==> src/rtl/core/mspp_pkg.sv <==
// shared types, constants and helpers of the multi-page shelf packer
package mspp_pkg;

   localparam int PAGE_SLOTS = 16;
   localparam int ADDR_W     = (PAGE_SLOTS > 1) ? $clog2(PAGE_SLOTS) : 1;
   localparam int OPEN_W     = $clog2(PAGE_SLOTS + 1);

   localparam int DIM_W      = 13;
   localparam int MAXP_W     = 5;
   localparam int POS_W      = 12;
   localparam int PAGE_W     = 4;
   localparam int SUM_W      = 15;
   localparam int CSR_DATA_W = 32;
   localparam int CSR_ADDR_W = 3;

   localparam logic [DIM_W-1:0]  PAGE_SIZE_RESET = 13'd1024;
   localparam logic [MAXP_W-1:0] MAX_PAGES_RESET = 5'd16;

   localparam logic REG_PAGE_SIZE = 1'b0;
   localparam logic REG_MAX_PAGES = 1'b1;

   typedef enum logic [1:0] {
      ST_PLACED    = 2'd0,
      ST_EMPTY     = 2'd1,
      ST_BUDGET    = 2'd2,
      ST_TOO_LARGE = 2'd3
   } status_type;

   typedef struct packed {
      logic [DIM_W-1:0] rect_width;
      logic [DIM_W-1:0] rect_height;
   } req_type;

   typedef struct packed {
      status_type        status;
      logic [PAGE_W-1:0] page_index;
      logic [POS_W-1:0]  x_pos;
      logic [POS_W-1:0]  y_pos;
   } rsp_type;

   typedef struct packed {
      logic [DIM_W-1:0]  page_size;
      logic [MAXP_W-1:0] max_pages;
   } cfg_type;

   typedef struct packed {
      logic [DIM_W-1:0] cursor_x;
      logic [DIM_W-1:0] cursor_y;
      logic [DIM_W-1:0] shelf_height;
   } page_entry_type;

   typedef struct packed {
      logic              rd_en;
      logic [ADDR_W-1:0] rd_addr;
      logic              wr_en;
      logic [ADDR_W-1:0] wr_addr;
      page_entry_type    wr_data;
   } mem_req_type;

   function automatic logic [PAGE_W-1:0] to_page_index(input logic [ADDR_W-1:0] idx);
      logic [31:0] wide;
      wide = 32'(idx);
      return wide[PAGE_W-1:0];
   endfunction

endpackage

==> src/rtl/core/mspp_csr.sv <==
// configuration registers of the shelf packer on an apb-style port
module mspp_csr (
   input  logic                               clock,
   input  logic                               reset,
   input  logic                               psel,
   input  logic                               penable,
   input  logic                               pwrite,
   input  logic [mspp_pkg::CSR_ADDR_W-1:0]    paddr,
   input  logic [mspp_pkg::CSR_DATA_W-1:0]    pwdata,
   output logic [mspp_pkg::CSR_DATA_W-1:0]    prdata,
   output logic                               pready,
   output mspp_pkg::cfg_type                  cfg
);
   import mspp_pkg::*;

   logic [DIM_W-1:0]  page_size_ff;
   logic [MAXP_W-1:0] max_pages_ff;
   logic              wr_strobe;

   assign wr_strobe = psel && penable && pwrite;
   assign pready    = 1'b1;

   always_ff @(posedge clock) begin
      if (reset) begin
         page_size_ff <= PAGE_SIZE_RESET;
         max_pages_ff <= MAX_PAGES_RESET;
      end else if (wr_strobe) begin
         unique case (paddr[2])
            REG_PAGE_SIZE: page_size_ff <= pwdata[DIM_W-1:0];
            REG_MAX_PAGES: max_pages_ff <= pwdata[MAXP_W-1:0];
            default:       page_size_ff <= page_size_ff;
         endcase
      end
   end

   always_comb begin
      unique case (paddr[2])
         REG_PAGE_SIZE: prdata = CSR_DATA_W'(page_size_ff);
         REG_MAX_PAGES: prdata = CSR_DATA_W'(max_pages_ff);
         default:       prdata = '0;
      endcase
   end

   assign cfg.page_size = page_size_ff;
   assign cfg.max_pages = max_pages_ff;

endmodule

==> src/rtl/core/mspp_page_ram.sv <==
// page state memory: cursor and shelf height of each page, registered read
module mspp_page_ram (
   input  logic                     clock,
   input  mspp_pkg::mem_req_type    mem_req,
   output mspp_pkg::page_entry_type rd_data
);
   import mspp_pkg::*;

   page_entry_type page_mem [PAGE_SLOTS];
   page_entry_type rd_data_ff;

   always_ff @(posedge clock) begin
      if (mem_req.wr_en) begin
         page_mem[mem_req.wr_addr] <= mem_req.wr_data;
      end
   end

   always_ff @(posedge clock) begin
      if (mem_req.rd_en) begin
         rd_data_ff <= page_mem[mem_req.rd_addr];
      end
   end

   assign rd_data = rd_data_ff;

endmodule

==> src/rtl/core/mspp_walker.sv <==
// first-fit page walk, new page opening and result register
module mspp_walker (
   input  logic                     clock,
   input  logic                     reset,
   input  logic                     req_valid,
   output logic                     req_ready,
   input  mspp_pkg::req_type        req_data,
   output logic                     rsp_valid,
   input  logic                     rsp_ready,
   output mspp_pkg::rsp_type        rsp_data,
   input  mspp_pkg::cfg_type        cfg,
   output mspp_pkg::mem_req_type    mem_req,
   input  mspp_pkg::page_entry_type mem_rd_data
);
   import mspp_pkg::*;

   typedef enum logic [2:0] {
      S_IDLE,
      S_CHECK,
      S_SCAN,
      S_NEW,
      S_EMIT
   } state_type;

   state_type         state_ff;
   logic [DIM_W-1:0]  w_ff;
   logic [DIM_W-1:0]  h_ff;
   logic [ADDR_W-1:0] scan_idx_ff;
   logic [OPEN_W-1:0] pages_open_ff;
   rsp_type           res_ff;
   logic              wr_pend_ff;
   logic [ADDR_W-1:0] wr_addr_ff;
   page_entry_type    wr_data_ff;
   logic              open_pend_ff;
   logic              rsp_valid_ff;
   rsp_type           rsp_data_ff;

   logic              slot_free;
   logic              is_empty;
   logic              too_large;
   logic [31:0]       budget;
   logic              exhausted;
   logic              last_page;
   logic [SUM_W-1:0]  page_sz;
   logic [SUM_W-1:0]  x_end;
   logic              wrap;
   logic [SUM_W-1:0]  x_new;
   logic [SUM_W-1:0]  y_new;
   logic [DIM_W-1:0]  shelf_new;
   logic              fit;
   logic [SUM_W-1:0]  x_next;
   page_entry_type    scan_wb;
   page_entry_type    open_wb;
   logic [ADDR_W-1:0] open_addr;

   assign slot_free = !rsp_valid_ff || rsp_ready;
   assign is_empty  = (w_ff == '0) || (h_ff == '0);
   assign too_large = ((SUM_W'(w_ff) + SUM_W'(2)) > SUM_W'(cfg.page_size))
                   || ((SUM_W'(h_ff) + SUM_W'(2)) > SUM_W'(cfg.page_size));
   assign budget    = (32'(cfg.max_pages) < PAGE_SLOTS) ? 32'(cfg.max_pages) : PAGE_SLOTS;
   assign exhausted = 32'(pages_open_ff) >= budget;
   assign last_page = (32'(scan_idx_ff) + 32'd1) == 32'(pages_open_ff);
   assign page_sz   = SUM_W'(cfg.page_size);

   // shelf wrap is tried on the page being read, written back only if taken
   assign x_end     = SUM_W'(mem_rd_data.cursor_x) + SUM_W'(w_ff) + SUM_W'(1);
   assign wrap      = x_end > page_sz;
   assign x_new     = wrap ? SUM_W'(1) : SUM_W'(mem_rd_data.cursor_x);
   assign y_new     = wrap ? (SUM_W'(mem_rd_data.cursor_y) + SUM_W'(mem_rd_data.shelf_height)
                              + SUM_W'(1))
                           : SUM_W'(mem_rd_data.cursor_y);
   assign shelf_new = wrap ? '0 : mem_rd_data.shelf_height;
   assign fit       = (y_new + SUM_W'(h_ff) + SUM_W'(1)) <= page_sz;
   assign x_next    = x_new + SUM_W'(w_ff) + SUM_W'(1);

   assign scan_wb.cursor_x     = x_next[DIM_W-1:0];
   assign scan_wb.cursor_y     = y_new[DIM_W-1:0];
   assign scan_wb.shelf_height = (shelf_new > h_ff) ? shelf_new : h_ff;

   assign open_wb.cursor_x     = w_ff + DIM_W'(2);
   assign open_wb.cursor_y     = DIM_W'(1);
   assign open_wb.shelf_height = h_ff;
   assign open_addr            = pages_open_ff[ADDR_W-1:0];

   always_comb begin
      mem_req.rd_en   = 1'b0;
      mem_req.rd_addr = scan_idx_ff + ADDR_W'(1);
      if (state_ff == S_CHECK) begin
         mem_req.rd_en   = !is_empty && !too_large && (pages_open_ff != '0);
         mem_req.rd_addr = '0;
      end else if (state_ff == S_SCAN) begin
         mem_req.rd_en   = !fit && !last_page;
      end
      mem_req.wr_en   = (state_ff == S_EMIT) && slot_free && wr_pend_ff;
      mem_req.wr_addr = wr_addr_ff;
      mem_req.wr_data = wr_data_ff;
   end

   assign req_ready = (state_ff == S_IDLE);
   assign rsp_valid = rsp_valid_ff;
   assign rsp_data  = rsp_data_ff;

   always_ff @(posedge clock) begin
      if (reset) begin
         state_ff      <= S_IDLE;
         rsp_valid_ff  <= 1'b0;
         pages_open_ff <= '0;
         wr_pend_ff    <= 1'b0;
         open_pend_ff  <= 1'b0;
      end else begin
         if ((state_ff == S_EMIT) && slot_free) begin
            rsp_valid_ff <= 1'b1;
         end else if (rsp_valid_ff && rsp_ready) begin
            rsp_valid_ff <= 1'b0;
         end
         unique case (state_ff)
            S_IDLE: begin
               if (req_valid) begin
                  w_ff     <= req_data.rect_width;
                  h_ff     <= req_data.rect_height;
                  state_ff <= S_CHECK;
               end
            end
            S_CHECK: begin
               wr_pend_ff   <= 1'b0;
               open_pend_ff <= 1'b0;
               scan_idx_ff  <= '0;
               priority if (is_empty) begin
                  res_ff   <= '{status: ST_EMPTY, page_index: '0, x_pos: '0, y_pos: '0};
                  state_ff <= S_EMIT;
               end else if (too_large) begin
                  res_ff   <= '{status: ST_TOO_LARGE, page_index: '0, x_pos: '0, y_pos: '0};
                  state_ff <= S_EMIT;
               end else if (pages_open_ff == '0) begin
                  state_ff <= S_NEW;
               end else begin
                  state_ff <= S_SCAN;
               end
            end
            S_SCAN: begin
               priority if (fit) begin
                  res_ff     <= '{status: ST_PLACED,
                                  page_index: to_page_index(scan_idx_ff),
                                  x_pos: x_new[POS_W-1:0],
                                  y_pos: y_new[POS_W-1:0]};
                  wr_pend_ff <= 1'b1;
                  wr_addr_ff <= scan_idx_ff;
                  wr_data_ff <= scan_wb;
                  state_ff   <= S_EMIT;
               end else if (last_page) begin
                  state_ff <= S_NEW;
               end else begin
                  scan_idx_ff <= scan_idx_ff + ADDR_W'(1);
               end
            end
            S_NEW: begin
               if (exhausted) begin
                  res_ff <= '{status: ST_BUDGET, page_index: '0, x_pos: '0, y_pos: '0};
               end else begin
                  res_ff       <= '{status: ST_PLACED,
                                    page_index: to_page_index(open_addr),
                                    x_pos: POS_W'(1),
                                    y_pos: POS_W'(1)};
                  wr_pend_ff   <= 1'b1;
                  open_pend_ff <= 1'b1;
                  wr_addr_ff   <= open_addr;
                  wr_data_ff   <= open_wb;
               end
               state_ff <= S_EMIT;
            end
            S_EMIT: begin
               if (slot_free) begin
                  rsp_data_ff  <= res_ff;
                  wr_pend_ff   <= 1'b0;
                  open_pend_ff <= 1'b0;
                  if (open_pend_ff) begin
                     pages_open_ff <= pages_open_ff + OPEN_W'(1);
                  end
                  state_ff <= S_IDLE;
               end
            end
            default: state_ff <= S_IDLE;
         endcase
      end
   end

endmodule

==> src/rtl/core/multi_page_shelf_packer_top.sv <==
// path to rsp_valid: S_CHECK then S_EMIT for an empty or too-large size, else S_CHECK, S_SCAN over
// the open pages up to the fitting one, then S_EMIT, or S_NEW and S_EMIT if none fits or none is open
// throughput: one transaction at a time, the walk reads one open page per cycle from the page memory
// a finished result waits in the output register while the next transaction is taken
// reset is synchronous: no pages open, registers at their defaults, page memory not cleared
module multi_page_shelf_packer_top (
   input  logic                            clock,
   input  logic                            reset,
   input  logic                            req_valid,
   output logic                            req_ready,
   input  mspp_pkg::req_type               req_data,
   output logic                            rsp_valid,
   input  logic                            rsp_ready,
   output mspp_pkg::rsp_type               rsp_data,
   input  logic                            psel,
   input  logic                            penable,
   input  logic                            pwrite,
   input  logic [mspp_pkg::CSR_ADDR_W-1:0] paddr,
   input  logic [mspp_pkg::CSR_DATA_W-1:0] pwdata,
   output logic [mspp_pkg::CSR_DATA_W-1:0] prdata,
   output logic                            pready
);
   import mspp_pkg::*;

   cfg_type        cfg;
   mem_req_type    mem_req;
   page_entry_type mem_rd_data;

   mspp_csr u_csr (
      .clock   (clock),
      .reset   (reset),
      .psel    (psel),
      .penable (penable),
      .pwrite  (pwrite),
      .paddr   (paddr),
      .pwdata  (pwdata),
      .prdata  (prdata),
      .pready  (pready),
      .cfg     (cfg)
   );

   mspp_page_ram u_page_ram (
      .clock   (clock),
      .mem_req (mem_req),
      .rd_data (mem_rd_data)
   );

   mspp_walker u_walker (
      .clock       (clock),
      .reset       (reset),
      .req_valid   (req_valid),
      .req_ready   (req_ready),
      .req_data    (req_data),
      .rsp_valid   (rsp_valid),
      .rsp_ready   (rsp_ready),
      .rsp_data    (rsp_data),
      .cfg         (cfg),
      .mem_req     (mem_req),
      .mem_rd_data (mem_rd_data)
   );

   // unplaced results carry no position
   assert property (@(posedge clock) disable iff (reset)
      (rsp_valid && (rsp_data.status != ST_PLACED)) |->
         ((rsp_data.page_index == '0) && (rsp_data.x_pos == '0) && (rsp_data.y_pos == '0)))
      else $error("unplaced result with nonzero position");

   // the walker is busy in the cycle after taking a transaction
   assert property (@(posedge clock) disable iff (reset)
      (req_valid && req_ready) |=> !req_ready)
      else $error("input taken again while walk in progress");

   // no result straight out of reset
   assert property (@(posedge clock)
      $past(reset) |-> !rsp_valid)
      else $error("result valid after reset");

   // memory is never read and written at the same time
   assert property (@(posedge clock) disable iff (reset)
      !(mem_req.rd_en && mem_req.wr_en))
      else $error("page memory read and write overlap");

endmodule
==> config.mk <==
export PLATFORM = sky130hd
export DESIGN_NAME = multi_page_shelf_packer_top
export DESIGN_NICKNAME = d
export VERILOG_FILES = /design/src/rtl/core/mspp_pkg.sv /design/src/rtl/core/mspp_csr.sv /design/src/rtl/core/mspp_page_ram.sv /design/src/rtl/core/mspp_walker.sv /design/src/rtl/core/multi_page_shelf_packer_top.sv
export SDC_FILE = /design/constraint.sdc
export NUM_CORES = 1
export LEC_CHECK = 0
export ABC_AREA = 1
export BUFFER_PORTS_ARGS = -buffer_cell sky130_fd_sc_hd__buf_2
export CORE_MARGIN = 2
export CORE_UTILIZATION = 25
export DETAILED_ROUTE_END_ITERATION = 8
export HOLD_SLACK_MARGIN = 0.02
export SETUP_SLACK_MARGIN = 0.15
export SLEW_MARGIN = 20
export SYNTH_ARGS = -nofsm -noshare
export SYNTH_HDL_FRONTEND = slang
export SYNTH_SLANG_ARGS = --single-unit
==> constraint.sdc <==
create_clock -name clock -period 9.8 [get_ports clock]
set_input_delay 1.47 -clock clock [delete_from_list [all_inputs] [get_ports clock]]
set_output_delay 1.47 -clock clock [all_outputs]
set_load 0.03 [all_outputs]
==> reports/qor.yml <==
status: "finished clean"
critPathArrivalTime_ps: 8880
synth_mux_area_share_pct: 0.0300
synthAdderAreaFrac_pct: 4.55
yosys_most_used_dff: "edfxtp_1"
worstSetupStartpointType: "register"
netlist_area_mm2: 0.0375
ys_ff_latch: 825
async_flop_share_pct: 0
synth_area_leaders: "edfxtp_1 (64%), nor2_1 (7.9%), ha_1 (4.3%)"
firstDrtPassIters: 5
drt_iter0_drc: 2285
ant_nets: 0
routed_via_density: 4.66
antenna_found_initial: 1
synth_top_family_by_area: "simple AND/OR/NAND/NOR gates"
fin_crit_ps: 8620
die_y_um: 391
postLayoutCellArea_mm2: 0.0432
hold_viol: 0
area_growth_pct: 15.2
synth.most_common_cell: "edfxtp_1"
wl_per_cell_um: 18.8
cts_tree: "yes"
rsz0062_at_grt: "no"
numClockSinks: 825
max_freq_mhz: 116
synth-compound-area-share_pct: 8.91
clock-root-buffer: "clkbuf_16"
gp_congestion: 0.906
worstSetupPathType: "reg2reg"
tightest_slew_ps: 1120
dp_hpwl_um: 58600
rows: 142
fp.coreArea_mm2: 0.149
final_layout_size_suffix_gt1_share_pct: 9.79
cts_hold_buf: 0
slew_headroom_pct: 25.3
initial_utilization_pct: 25.1
cts-resized-gates: 0
die_area_mm2: 0.153
wirelength_um: 104000
leakagePower_nw: 15.4
powerDensity_mw_per_mm2: 203
ios: 133
clk_pin_slew_ps: 60
postCtsSetupBuffers: 0
drc: 0
grt_start_max_net_pins: 167
avgSynthCellArea_um2: 11.1
synth_cell_type_count: 53
grt_pass1_wl_um: 153000
min_period_over_period_pct: 87.9
fin_worst_skew_ps: 22.9
hp-start: "u_walker.res_ff[21]"
drv_cap: 0
finalSetupViolCount: 0
ys_top_cells_by_count: "edfxtp_1 (796), nor2_1 (793), nand2_1 (346), o21ai_0 (268), inv_1 (247)"
synth-simple-area-share_pct: 15.5
htreeDepth: 3
slowest_stage: "buf_4"
finalSetupTns_ps: 0
vias: 25800
required_ps: 10060
worstSkewPairLatency_ps: 650
slowest_delay_ps: 640
cp-end-kind: "register"
syn_inst: 3385
cp_max_fo: 43
yosysWarnings: 0
placed_cell_area_mm2: 0.0404
synth_top_area_share_pct: 63.7
reg2reg_from: "u_walker.w_ff[0]"
yosys.area.top_type: "edfxtp_1"
synth_edf_count: 796
nNetsFinal: 3658
antenna_cells: 0
critPathMostFrequentCell: "nand2_1"
synth_xor_area_share_pct: 1.19
portBuffers: 91
maxSlewViolCount: 0
worstSetupStartpoint: "u_walker.w_ff[0]"
cts_buffers: 85
ys_seq_area_share_pct: 65.3
die_width_um: 391
vdd_drop_max_uv: 120
overflow: 0
grt_pass1_vias: 24200
cts_max_path_buffers: 3
grt_usage_pct: 13.2
hold_class: "reg2reg"
final timing paths:
| path | end | slack [ps] | cells after the start |
|---|---|---|---|
| max | u_walker.mem_req[16] | 1180 | 41 |
| max reg2reg | u_walker.mem_req[16] | 1180 | 41 |
| min | u_walker.rsp_data[21] | 410 | 0 |
| min reg2reg | u_walker.rsp_data[21] | 410 | 0 |
cells by family (layout without fill, tap and decap cells):
family	count (synthesis)	count (layout)
xor gates and xnor gates	51	51
other	2	20
adders and majority gates	134	134
AOI/OAI and AO/OA	536	536
DFF	825	825
muxes	1	1
buffers and inverters	427	547
and+or+nand+nor	1409	1409
stage by stage:
step	utilization [%]	std cells	hold WS [ps]	worst slack [ps]	power (mW)
2_1_floorplan	-	3403	400	1690	5.03
3_3_place_gp	27.0	5385	404	1300	5.52
3_5_place_dp	27.0	5385	405	1280	5.54
4_1_cts	28.9	5539	416	1250	8.83
5_1_grt	28.9	5539	428	574	9.14
6_report	28.9	5539	414	1180	8.77
per-layer routing:
| metal | GRT usage, % | wire (um) |
|---|---|---|
| met2 | 21.9 | 49200 |
| met3 | 1.96 | 6930 |
| met4 | 3.97 | 2740 |
| met1 | 17.8 | 45500 |
| met5 | 0 | 0 |
worst max-delay path, delay by kind of cell (launching register included):
family          cells  cell delay [ps]
compound gates      5             1310
xor+xnor            2              240
fa+ha+maj           6             2090
buf+inv             6             1120
flops               1              450
simple gates       22             2970
cells in the final DEF (no fill, tap or decap), drive strengths merged, types with 2 or more instances in the layout:
| cell type | count |
|---|---|
| edfxtp | 796 |
| nand4 | 34 |
| nor2 | 801 |
| a21oi | 87 |
| o21ai | 268 |
| clkbuf | 103 |
| ha | 130 |
| nand2 | 366 |
| conb | 20 |
| nand3 | 159 |
| nor3 | 25 |
| buf | 137 |
| a21o | 2 |
| o21a | 2 |
| nand3b | 3 |
| inv | 260 |
| o22ai | 5 |
| or2 | 2 |
| fa | 4 |
| clkinv | 27 |
| bufinv | 11 |
| nor3b | 3 |
| xor2 | 38 |
| dfxtp | 29 |
| clkinvlp | 9 |
| nor4 | 14 |
| o311ai | 156 |
| xnor2 | 13 |
| a31oi | 3 |
| o21bai | 3 |
registers in the layout (all words and copies together) (netlist names), 5 cells and up:
register                flops
u_walker.mem_req           39
u_csr.max_pages_ff          5
u_walker.res_ff            30
u_page_ram.page_mem       624
u_csr.page_size_ff         13
u_walker.h_ff              13
u_walker.pages_open_ff      5
u_walker.w_ff              13
u_page_ram.rd_data         39
u_walker.rsp_data          30
final cells by class:
class                   count  area, um^2
clock buffers             103        2260
clock inverters            51         581
fillers                 15200      106000
inverters                 256         973
multi-input cells        2151       11600
flip-flops and latches    825       24500
well taps                2016        2520
repair buffers            137         813
where the power goes:
part / switching, mW / internal [mW] / leakage (nW)
clock network: 1.35 / 1.94 / 1.35
registers: 0.0431 / 3.92 / 7.40
logic: 1.07 / 0.443 / 6.64
(Power assumes the default switching activity.)
